$ cat config.mk
export PLATFORM = sky130hd
export DESIGN_NAME = gyro_bias_calibrator_top
export DESIGN_NICKNAME = d
export VERILOG_FILES = /design/src/rtl/gbc_pkg.sv /design/src/rtl/gbc_sqmag.sv /design/src/rtl/gyro_bias_calibrator_top.sv
export SDC_FILE = /design/constraint.sdc
export NUM_CORES = 2
export LEC_CHECK = 0
export BUFFER_PORTS_ARGS = -buffer_cell sky130_fd_sc_hd__buf_2
export CAP_MARGIN = 25
export CORE_UTILIZATION = 40
export DETAILED_ROUTE_END_ITERATION = 10
export SYNTH_ARGS = -nofsm -noshare
export SYNTH_HDL_FRONTEND = slang
export SYNTH_SLANG_ARGS = --single-unit
$ cat constraint.sdc
create_clock -name clock -period 8.8 [get_ports clock]
set_input_delay 1.32 -clock clock [delete_from_list [all_inputs] [get_ports clock]]
set_output_delay 1.32 -clock clock [all_outputs]
set_load 0.05 [all_outputs]
$ cat src/rtl/gbc_pkg.sv
// Package: shared constants and types for the gyro bias calibrator.
package gbc_pkg;

   localparam int COUNT_WIDTH_DEF = 16;
   localparam int RATE_WIDTH_DEF  = 20;
   localparam int ACCEL_WIDTH_DEF = 16;
   localparam int SUM_WIDTH_DEF   = 36;

   localparam logic [1:0] KIND_START   = 2'd0;
   localparam logic [1:0] KIND_SAMPLE  = 2'd1;
   localparam logic [1:0] KIND_CORRECT = 2'd2;
   localparam logic [1:0] KIND_RESET   = 2'd3;

   localparam logic [2:0] PH_IDLE    = 3'd0;
   localparam logic [2:0] PH_COLLECT = 3'd1;
   localparam logic [2:0] PH_VALID   = 3'd2;
   localparam logic [2:0] PH_TIMEOUT = 3'd3;
   localparam logic [2:0] PH_BADARG  = 3'd4;

   localparam logic [2:0] CSR_TARGET  = 3'd0;
   localparam logic [2:0] CSR_TIMEOUT = 3'd1;
   localparam logic [2:0] CSR_AMIN    = 3'd2;
   localparam logic [2:0] CSR_AMAX    = 3'd3;
   localparam logic [2:0] CSR_RMAX    = 3'd4;

   typedef enum logic [2:0] {
      ST_IDLE,
      ST_MAG,
      ST_DIV,
      ST_DIVSTEP,
      ST_DONE
   } state_type;

endpackage

$ cat src/rtl/gbc_sqmag.sv
// Serial sum of squares of three signed values, one multiplier bit per cycle.
module gbc_sqmag #(
   parameter int W = 16
) (
   input  logic                 clock,
   input  logic                 reset,
   input  logic                 start,
   input  logic signed [W-1:0]  a,
   input  logic signed [W-1:0]  b,
   input  logic signed [W-1:0]  c,
   output logic                 done,
   output logic [2*W+1:0]       sum
);
   localparam int CW = $clog2(W + 1);
   localparam int SW = 2 * W + 2;

   logic [W-1:0]  ma_ff, mb_ff, mc_ff;
   logic [W-1:0]  ma_in, mb_in, mc_in;
   logic [SW-1:0] sa_ff, sb_ff, sc_ff, sa_in, sb_in, sc_in;
   logic [SW-1:0] acc_ff, acc_in;
   logic [CW-1:0] cnt_ff, cnt_in;
   logic          busy_ff, busy_in;
   logic [W-1:0]  abs_a, abs_b, abs_c;
   logic [SW-1:0] part;

   assign abs_a = a[W-1] ? W'(-a) : W'(a);
   assign abs_b = b[W-1] ? W'(-b) : W'(b);
   assign abs_c = c[W-1] ? W'(-c) : W'(c);

   assign part = (ma_ff[0] ? sa_ff : '0) + (mb_ff[0] ? sb_ff : '0)
               + (mc_ff[0] ? sc_ff : '0);

   always_comb begin
      ma_in = ma_ff; mb_in = mb_ff; mc_in = mc_ff;
      sa_in = sa_ff; sb_in = sb_ff; sc_in = sc_ff;
      acc_in = acc_ff; cnt_in = cnt_ff; busy_in = busy_ff;
      if (start) begin
         ma_in = abs_a; mb_in = abs_b; mc_in = abs_c;
         sa_in = SW'(abs_a); sb_in = SW'(abs_b); sc_in = SW'(abs_c);
         acc_in = '0; cnt_in = CW'(W); busy_in = 1'b1;
      end else if (busy_ff) begin
         acc_in = acc_ff + part;
         ma_in = ma_ff >> 1; mb_in = mb_ff >> 1; mc_in = mc_ff >> 1;
         sa_in = sa_ff << 1; sb_in = sb_ff << 1; sc_in = sc_ff << 1;
         cnt_in = cnt_ff - 1'b1;
         if (cnt_ff == CW'(1)) busy_in = 1'b0;
      end
   end

   always_ff @(posedge clock) begin
      if (reset) begin
         busy_ff <= 1'b0;
         cnt_ff  <= '0;
      end else begin
         busy_ff <= busy_in;
         cnt_ff  <= cnt_in;
      end
      ma_ff <= ma_in; mb_ff <= mb_in; mc_ff <= mc_in;
      sa_ff <= sa_in; sb_ff <= sb_in; sc_ff <= sc_in;
      acc_ff <= acc_in;
   end

   assign done = ~busy_ff & ~start;
   assign sum  = acc_ff;
endmodule

$ cat src/rtl/gyro_bias_calibrator_top.sv
// Top level of the gyro bias calibrator.
// Usage: requests enter on req_* (valid/ready); each request yields exactly one
// response on rsp_* (valid/ready). Configuration registers are written through
// csr_we/csr_index/csr_wdata while the block is idle; writes take effect at once.
// Start, reset and correct requests pass through the done state to the response register.
// A sample request runs two serial squared-magnitude units, one multiplier bit
// per cycle. When the target count is met, a restoring divider then forms the
// three bias values, one quotient bit per cycle, one axis after the other,
// before the response register is loaded.
// One request is in flight at a time.
// The response register holds while rsp_ready is low; req_ready stays low until
// the response is taken. Synchronous reset returns to idle, clears the run state
// and loads the register defaults.
module gyro_bias_calibrator_top
   import gbc_pkg::*;
#(
   parameter int COUNT_WIDTH = COUNT_WIDTH_DEF,
   parameter int RATE_WIDTH  = RATE_WIDTH_DEF,
   parameter int ACCEL_WIDTH = ACCEL_WIDTH_DEF
) (
   input  logic                          clock,
   input  logic                          reset,
   input  logic                          req_valid,
   output logic                          req_ready,
   input  logic [1:0]                    req_kind,
   input  logic signed [RATE_WIDTH-1:0]  req_rate_x,
   input  logic signed [RATE_WIDTH-1:0]  req_rate_y,
   input  logic signed [RATE_WIDTH-1:0]  req_rate_z,
   input  logic signed [ACCEL_WIDTH-1:0] req_accel_x,
   input  logic signed [ACCEL_WIDTH-1:0] req_accel_y,
   input  logic signed [ACCEL_WIDTH-1:0] req_accel_z,
   input  logic [31:0]                   req_now_ms,
   output logic                          rsp_valid,
   input  logic                          rsp_ready,
   output logic [2:0]                    rsp_status,
   output logic                          rsp_bias_ready,
   output logic signed [RATE_WIDTH-1:0]  rsp_fixed_x,
   output logic signed [RATE_WIDTH-1:0]  rsp_fixed_y,
   output logic signed [RATE_WIDTH-1:0]  rsp_fixed_z,
   output logic [COUNT_WIDTH-1:0]        rsp_accepted_count,
   output logic [COUNT_WIDTH-1:0]        rsp_rejected_count,
   input  logic                          csr_we,
   input  logic [2:0]                    csr_index,
   input  logic [31:0]                   csr_wdata
);
   localparam int SW  = RATE_WIDTH + COUNT_WIDTH;
   localparam int AQW = 2 * ACCEL_WIDTH + 2;
   localparam int RQW = 2 * RATE_WIDTH + 2;
   localparam int DCW = $clog2(SW + 1);
   localparam logic signed [RATE_WIDTH-1:0] RMAX = {1'b0, {(RATE_WIDTH-1){1'b1}}};
   localparam logic signed [RATE_WIDTH-1:0] RMIN = {1'b1, {(RATE_WIDTH-1){1'b0}}};

   state_type state_ff, state_in;

   logic [15:0] tgt_ff;
   logic [31:0] tmo_ff;
   logic [14:0] amin_ff, amax_ff;
   logic [18:0] rmax_ff;

   logic [2:0]             phase_ff, phase_in;
   logic                   vflag_ff, vflag_in;
   logic [31:0]            stamp_ff, stamp_in;
   logic [COUNT_WIDTH-1:0] good_ff, good_in, bad_ff, bad_in;
   logic signed [SW-1:0]   sx_ff, sy_ff, sz_ff, sx_in, sy_in, sz_in;
   logic signed [RATE_WIDTH-1:0] bx_ff, by_ff, bz_ff, bx_in, by_in, bz_in;

   logic [1:0]             kind_ff;
   logic signed [RATE_WIDTH-1:0] rx_ff, ry_ff, rz_ff;
   logic [31:0]            now_ff;

   logic                   ovalid_ff, ovalid_in;
   logic signed [RATE_WIDTH-1:0] fx_ff, fy_ff, fz_ff, fx_in, fy_in, fz_in;

   // divider
   logic [1:0]             axis_ff, axis_in;
   logic [DCW-1:0]         dcnt_ff, dcnt_in;
   logic [SW-1:0]          dq_ff, dq_in;
   logic [COUNT_WIDTH:0]   drem_ff, drem_in;
   logic                   dneg_ff, dneg_in;

   logic                   mag_start, adone, rdone;
   logic [AQW-1:0]         asq;
   logic [RQW-1:0]         rsq;

   logic                   accept;
   logic [31:0]            elapsed;
   logic [29:0]            amin_sq, amax_sq;
   logic [37:0]            rmax_sq;
   logic                   reject;
   logic signed [SW-1:0]   sel_sum;
   logic [SW-1:0]          abs_sum;
   logic [COUNT_WIDTH:0]   trial;
   logic signed [SW:0]     qs;
   logic signed [RATE_WIDTH-1:0] qsat;

   function automatic logic signed [RATE_WIDTH-1:0] sub_sat(
      input logic signed [RATE_WIDTH-1:0] r, input logic signed [RATE_WIDTH-1:0] b);
      logic signed [RATE_WIDTH:0] d;
      d = {r[RATE_WIDTH-1], r} - {b[RATE_WIDTH-1], b};
      if (d[RATE_WIDTH] != d[RATE_WIDTH-1])
         return d[RATE_WIDTH] ? RMIN : RMAX;
      return d[RATE_WIDTH-1:0];
   endfunction

   assign accept    = req_valid & req_ready;
   assign req_ready = (state_ff == ST_IDLE) & ~ovalid_ff;
   assign mag_start = (state_ff == ST_IDLE) & accept & (req_kind == KIND_SAMPLE);

   gbc_sqmag #(.W(ACCEL_WIDTH)) u_amag (
      .clock(clock), .reset(reset), .start(mag_start),
      .a(req_accel_x), .b(req_accel_y), .c(req_accel_z), .done(adone), .sum(asq));
   gbc_sqmag #(.W(RATE_WIDTH)) u_rmag (
      .clock(clock), .reset(reset), .start(mag_start),
      .a(req_rate_x), .b(req_rate_y), .c(req_rate_z), .done(rdone), .sum(rsq));

   // bound squares are constant between runs; combinational, 19x19 at most
   assign amin_sq = amin_ff * amin_ff;
   assign amax_sq = amax_ff * amax_ff;
   assign rmax_sq = rmax_ff * rmax_ff;
   assign elapsed = now_ff - stamp_ff;
   assign reject  = (64'(asq) < 64'(amin_sq)) | (64'(asq) > 64'(amax_sq))
                  | (64'(rsq) > 64'(rmax_sq));

   always_comb begin
      case (axis_ff)
         2'd0:    sel_sum = sx_ff;
         2'd1:    sel_sum = sy_ff;
         default: sel_sum = sz_ff;
      endcase
   end
   assign abs_sum = sel_sum[SW-1] ? SW'(-sel_sum) : SW'(sel_sum);
   assign trial   = {drem_ff[COUNT_WIDTH-1:0], dq_ff[SW-1]};
   assign qs      = dneg_ff ? -$signed({1'b0, dq_ff}) : $signed({1'b0, dq_ff});
   assign qsat    = (qs > $signed((SW+1)'(RMAX))) ? RMAX :
                    (qs < $signed({{(SW-RATE_WIDTH+1){1'b1}}, RMIN})) ? RMIN :
                    qs[RATE_WIDTH-1:0];

   always_comb begin
      state_in = state_ff;
      case (state_ff)
         ST_IDLE:   if (accept) state_in = (req_kind == KIND_SAMPLE) ? ST_MAG : ST_DONE;
         ST_MAG:    if (adone & rdone) state_in = ST_DIV;
         ST_DIV:    state_in = (axis_ff == 2'd3) ? ST_DONE : ST_DIVSTEP;
         ST_DIVSTEP: if (dcnt_ff == '0) state_in = ST_DIV;
         ST_DONE:   state_in = ST_IDLE;
         default:   state_in = ST_IDLE;
      endcase
   end

   always_comb begin
      phase_in = phase_ff; vflag_in = vflag_ff; stamp_in = stamp_ff;
      good_in = good_ff; bad_in = bad_ff;
      sx_in = sx_ff; sy_in = sy_ff; sz_in = sz_ff;
      bx_in = bx_ff; by_in = by_ff; bz_in = bz_ff;
      fx_in = fx_ff; fy_in = fy_ff; fz_in = fz_ff;
      ovalid_in = ovalid_ff & ~rsp_ready;
      axis_in = axis_ff; dcnt_in = dcnt_ff; dq_in = dq_ff;
      drem_in = drem_ff; dneg_in = dneg_ff;
      case (state_ff)
         ST_IDLE: axis_in = 2'd3;
         ST_MAG: begin
            if (adone & rdone) begin
               axis_in = 2'd3;
               if (phase_ff != PH_COLLECT) begin
               end else if (tgt_ff == '0) begin
                  phase_in = PH_BADARG; vflag_in = 1'b0;
               end else if (elapsed >= tmo_ff) begin
                  phase_in = PH_TIMEOUT; vflag_in = 1'b0;
               end else if (reject) begin
                  if (bad_ff != '1) bad_in = bad_ff + 1'b1;
               end else begin
                  sx_in = sx_ff + SW'(rx_ff);
                  sy_in = sy_ff + SW'(ry_ff);
                  sz_in = sz_ff + SW'(rz_ff);
                  if (good_ff != '1) good_in = good_ff + 1'b1;
                  if (32'((good_ff != '1) ? good_ff + 1'b1 : good_ff) >= 32'(tgt_ff)) begin
                     axis_in = 2'd0;
                     vflag_in = 1'b1; phase_in = PH_VALID;
                  end
               end
            end
         end
         ST_DIV: begin
            if (axis_ff != 2'd3) begin
               dq_in = abs_sum; dneg_in = sel_sum[SW-1];
               drem_in = '0; dcnt_in = DCW'(SW);
            end
         end
         ST_DIVSTEP: begin
            if (dcnt_ff != '0) begin
               dcnt_in = dcnt_ff - 1'b1;
               if (trial >= {1'b0, good_ff}) begin
                  drem_in = trial - {1'b0, good_ff};
                  dq_in = {dq_ff[SW-2:0], 1'b1};
               end else begin
                  drem_in = trial;
                  dq_in = {dq_ff[SW-2:0], 1'b0};
               end
            end else begin
               case (axis_ff)
                  2'd0:    bx_in = qsat;
                  2'd1:    by_in = qsat;
                  default: bz_in = qsat;
               endcase
               axis_in = axis_ff + 1'b1;
            end
         end
         ST_DONE: begin
            ovalid_in = 1'b1;
            fx_in = '0; fy_in = '0; fz_in = '0;
            case (kind_ff)
               KIND_START: begin
                  vflag_in = 1'b0; good_in = '0; bad_in = '0;
                  sx_in = '0; sy_in = '0; sz_in = '0;
                  bx_in = '0; by_in = '0; bz_in = '0;
                  stamp_in = now_ff; phase_in = PH_COLLECT;
               end
               KIND_CORRECT: begin
                  if (vflag_ff) begin
                     fx_in = sub_sat(rx_ff, bx_ff);
                     fy_in = sub_sat(ry_ff, by_ff);
                     fz_in = sub_sat(rz_ff, bz_ff);
                  end else begin
                     fx_in = rx_ff; fy_in = ry_ff; fz_in = rz_ff;
                  end
               end
               KIND_RESET: begin
                  phase_in = PH_IDLE; vflag_in = 1'b0; stamp_in = '0;
                  good_in = '0; bad_in = '0;
                  sx_in = '0; sy_in = '0; sz_in = '0;
                  bx_in = '0; by_in = '0; bz_in = '0;
               end
               default: ;
            endcase
         end
         default: ;
      endcase
   end

   always_ff @(posedge clock) begin
      if (reset) begin
         state_ff <= ST_IDLE;
         tgt_ff <= 16'd1024; tmo_ff <= 32'd5000;
         amin_ff <= 15'd3686; amax_ff <= 15'd4506; rmax_ff <= 19'd2560;
         phase_ff <= PH_IDLE; vflag_ff <= 1'b0; stamp_ff <= '0;
         good_ff <= '0; bad_ff <= '0;
         sx_ff <= '0; sy_ff <= '0; sz_ff <= '0;
         bx_ff <= '0; by_ff <= '0; bz_ff <= '0;
         ovalid_ff <= 1'b0; axis_ff <= 2'd3; dcnt_ff <= '0;
      end else begin
         state_ff <= state_in;
         if (csr_we) begin
            case (csr_index)
               CSR_TARGET:  tgt_ff  <= csr_wdata[15:0];
               CSR_TIMEOUT: tmo_ff  <= csr_wdata;
               CSR_AMIN:    amin_ff <= csr_wdata[14:0];
               CSR_AMAX:    amax_ff <= csr_wdata[14:0];
               CSR_RMAX:    rmax_ff <= csr_wdata[18:0];
               default: ;
            endcase
         end
         phase_ff <= phase_in; vflag_ff <= vflag_in; stamp_ff <= stamp_in;
         good_ff <= good_in; bad_ff <= bad_in;
         sx_ff <= sx_in; sy_ff <= sy_in; sz_ff <= sz_in;
         bx_ff <= bx_in; by_ff <= by_in; bz_ff <= bz_in;
         ovalid_ff <= ovalid_in; axis_ff <= axis_in; dcnt_ff <= dcnt_in;
      end
      dq_ff <= dq_in; drem_ff <= drem_in; dneg_ff <= dneg_in;
      fx_ff <= fx_in; fy_ff <= fy_in; fz_ff <= fz_in;
      if (accept) begin
         kind_ff <= req_kind;
         rx_ff <= req_rate_x; ry_ff <= req_rate_y; rz_ff <= req_rate_z;
         now_ff <= req_now_ms;
      end
   end

   assign rsp_valid          = ovalid_ff;
   assign rsp_status         = phase_ff;
   assign rsp_bias_ready     = vflag_ff;
   assign rsp_fixed_x        = fx_ff;
   assign rsp_fixed_y        = fy_ff;
   assign rsp_fixed_z        = fz_ff;
   assign rsp_accepted_count = good_ff;
   assign rsp_rejected_count = bad_ff;
endmodule
==> results_dict.tcl <==
set metrics [dict create \
    die_h_um 464 \
    grt_max_degree 208 \
    hold_viol 0 \
    yosys_warnings 0 \
    synth_common_cells "1206 x inv_1, 1072 x nand2_1, 749 x ha_1" \
    viasPerCell 5.34 \
    rsz0062_at_grt "yes" \
    drive_gt1_share_pct 12.5 \
    netlist_instances 9478 \
    power.total_uw 19900 \
    ir_drop_mv 0.254 \
    drc 0 \
    hold_start "stamp_ff[28]$_SDFFE_PP0P_" \
    clock_skew_ns 0.118 \
    clk_pin_slew_ns 0.06 \
    cts_made_buffers 113 \
    synth_cell_types 95 \
    path_class "reg -> reg" \
    final-seq-area_mm2 0.0239 \
    boundaryPins 280 \
    finalCritPeriodShare_pct 101 \
    yosysSeqAreaShare_pct 27.9 \
    synth_most_common_cell "inv_1" \
    post-route-min-period_ns 8.88 \
    r2r_setup_slack_ns -0.08 \
    reg2reg_to "rsp_accepted_count[5]$_SDFFE_PP0P_" \
    grt_pass1_vias 68300 \
    yosys_most_used_dff "dfxtp_1" \
    core_area_mm2 0.212 \
    cts_root_buf "clkbuf_16" \
    crit_fanout 7 \
    wire_per_inst_um 19.3 \
    syn_nets 11100 \
    crit_path_start_kind "flop" \
    synth_seq_cells 976 \
    cp_num_buf_inv 12 \
    via_count 68800 \
    cpPeakStageDelay_ns 0.54 \
    htreeDepth 3 \
    cp_slowest_cell "fa_1" \
    grt_pass1_wl_um 389000 \
    dieArea_mm2 0.215 \
    reg2reg_depth 41 \
    cts_sinks 976 \
    min_path_cells 2 \
    drv_cap 0 \
    start_util_pct 40.2 \
    failed_checks "setup timing" \
    multi_input_comb_area_mm2 0.0565 \
    portBuffers 279 \
    synthTopCellsByArea "fa_1 16%, edfxtp_1 15%, dfxtp_1 13%" \
    place_congestion 0.941 \
    hold_end "stamp_ff[28]$_SDFFE_PP0P_" \
    cts_tree "done" \
    synth_edf_count 423 \
    power.leakage_uw 0.0438 \
    layout.nets 11600 \
    syn_to_final_growth_pct 14.7 \
    hold_buffers 0 \
    clockBufferDepth 3 \
    die_w_um 464 \
    status "complete, but fails checks" \
    crit_top_cell "fa_1" \
    dr.pass1.iters 6 \
    grt.total_usage_pct 22.8 \
    async_flop_share_pct 0 \
    grt_overflow_total 0 \
    dpl.hpwl_um 195000 \
    synth_area_mm2 0.0852 \
    setup_slack_ns -0.0799 \
    hold_path.class "reg -> reg" \
    insertion_delay_ns 0.86 \
    ant_nets 0 \
    max-slew-margin-rel_pct 24.3 \
    avgSynthCellArea_um2 8.99 \
    synth_top_cell_by_area "fa_1" \
    required_ns 9.51 \
    initialDrtViolationCount 5032 \
    tightestPinTransition_ns 1.13 \
    cp_top_family "adder cells" \
    cp.arrival_ns 9.59 \
    yosysTopAreaCellShare_pct 16.0 \
    fin_setup_tns_ns -1.04 \
    setup_viol 32 \
    finalWirelength_um 249000 \
    endpoint_kind "flop" \
    n_fill_cell 20400 \
    antenna_found_initial 34 \
    power_density_mw_per_mm2 204 \
    worstReg2RegStart "rmax_ff[2]$_SDFFE_PP0P_" \
    drv_slew 0 \
    rows 169 \
    fmax_mhz 113 \
]
where the power goes:
part	internal, uW	total [uW]	switching, uW
clock network	2830	4970	2140
registers	5280	5890	605
logic	3920	9050	5140
layout make-up:
type / instances / area share [%]
repair buffers: 747 / 5.49
flip-flops and latches: 976 / 24.4
diodes: 19 / 0.0486
multi-input cells: 6905 / 57.8
clock inverters: 57 / 0.703
clock buffers: 157 / 3.31
inverters: 1207 / 4.64
well taps: 2821 / 3.61
sequential cells by signal (all words and copies together) (netlist names), 32 cells and up:
signal and count:
u_amag.sc_ff 34, u_amag.sb_ff 34, u_rmag.sc_ff 42, stamp_ff 32
u_rmag.sb_ff 42, sz_ff 36, sy_ff 36, u_amag.sum 34
sx_ff 36, u_rmag.sum 42, dq_ff 36, now_ff 32
u_amag.sa_ff 34, tmo_ff 32, u_rmag.sa_ff 42
worst max-delay path by stage:
stage,from,end,cells past startpoint
2_1_floorplan,rmax_ff[2]$_SDFFE_PP0P_,sz_ff[32]$_SDFFE_PP0P_,37
3_3_place_gp,rmax_ff[3]$_SDFFE_PP0P_,sz_ff[32]$_SDFFE_PP0P_,39
3_5_place_dp,rmax_ff[2]$_SDFFE_PP0P_,sz_ff[21]$_SDFFE_PP0P_,35
4_1_cts,amax_ff[1]$_SDFFE_PP1P_,rsp_rejected_count[15]$_SDFFE_PP0P_,37
5_1_grt,amin_ff[11]$_SDFFE_PP1P_,rsp_accepted_count[5]$_SDFFE_PP0P_,37
6_report,rmax_ff[2]$_SDFFE_PP0P_,rsp_accepted_count[5]$_SDFFE_PP0P_,41
stage by stage:
stage / std cells / instance area, um^2 / hold WS (ns) / worst slack (ns) / util, %
after floorplan: 9478 / 85300 / 0.432 / 0.00137 / -
after global placement: 12600 / 92100 / 0.438 / -0.576 / 43.5
after detailed placement: 12600 / 92200 / 0.444 / -0.774 / 43.5
after CTS: 12800 / 96500 / 0.453 / 0.00130 / 45.6
after global routing: 12900 / 97700 / 0.467 / -0.387 / 46.1
final: 12900 / 97700 / 0.451 / -0.0799 / 46.1
routing by layer:
layer	GRT usage [%]	wire length, um
met2	36.3	113000
met5	0	153
met4	7.51	8190
met3	3.13	13000
met1	31.6	115000
cells in the final DEF, fill, tap and decap left out, drive strengths merged, types with 163 or more instances in the layout:
| cell | netlist | layout |
|---|---|---|
| and2 | 222 | 222 |
| edfxtp | 423 | 423 |
| a21oi | 709 | 709 |
| xnor2 | 234 | 234 |
| fa | 680 | 680 |
| inv | 1206 | 1212 |
| dfxtp | 553 | 553 |
| clkbuf | 355 | 163 |
| ha | 749 | 749 |
| nor2 | 538 | 538 |
| mux2i | 187 | 187 |
| xor2 | 273 | 273 |
| o21a | 254 | 254 |
| nand2 | 1072 | 1072 |
| o21ai | 430 | 430 |
| buf | 35 | 741 |
| a21o | 187 | 187 |
worst min-delay path, cell delays in order, from the launching register on:
cell and delay [ns]:
dfxtp_1 0.31, nand2_1 0.05, a21oi_1 0.05
cells by family after synthesis:
kind of cell,count (synthesis),synth area share [%]
DFF,976,27.9
buffers and inverters,1597,7.10
xor gates and xnor gates,507,5.21
AOI/OAI and AO/OA,2063,15.2
muxes,192,2.26
adders and majority gates,1486,27.6
and+or+nand+nor,2657,14.7
repair_timing:
item                                    4_1_cts  5_1_grt
cloned                                        1        5
buffers inserted                              4       26
pin swaps                                    52      150
endpoints found under the setup margin      146      146
resized for setup                            99      211
Note: power is estimated with default switching activity, not from simulation.
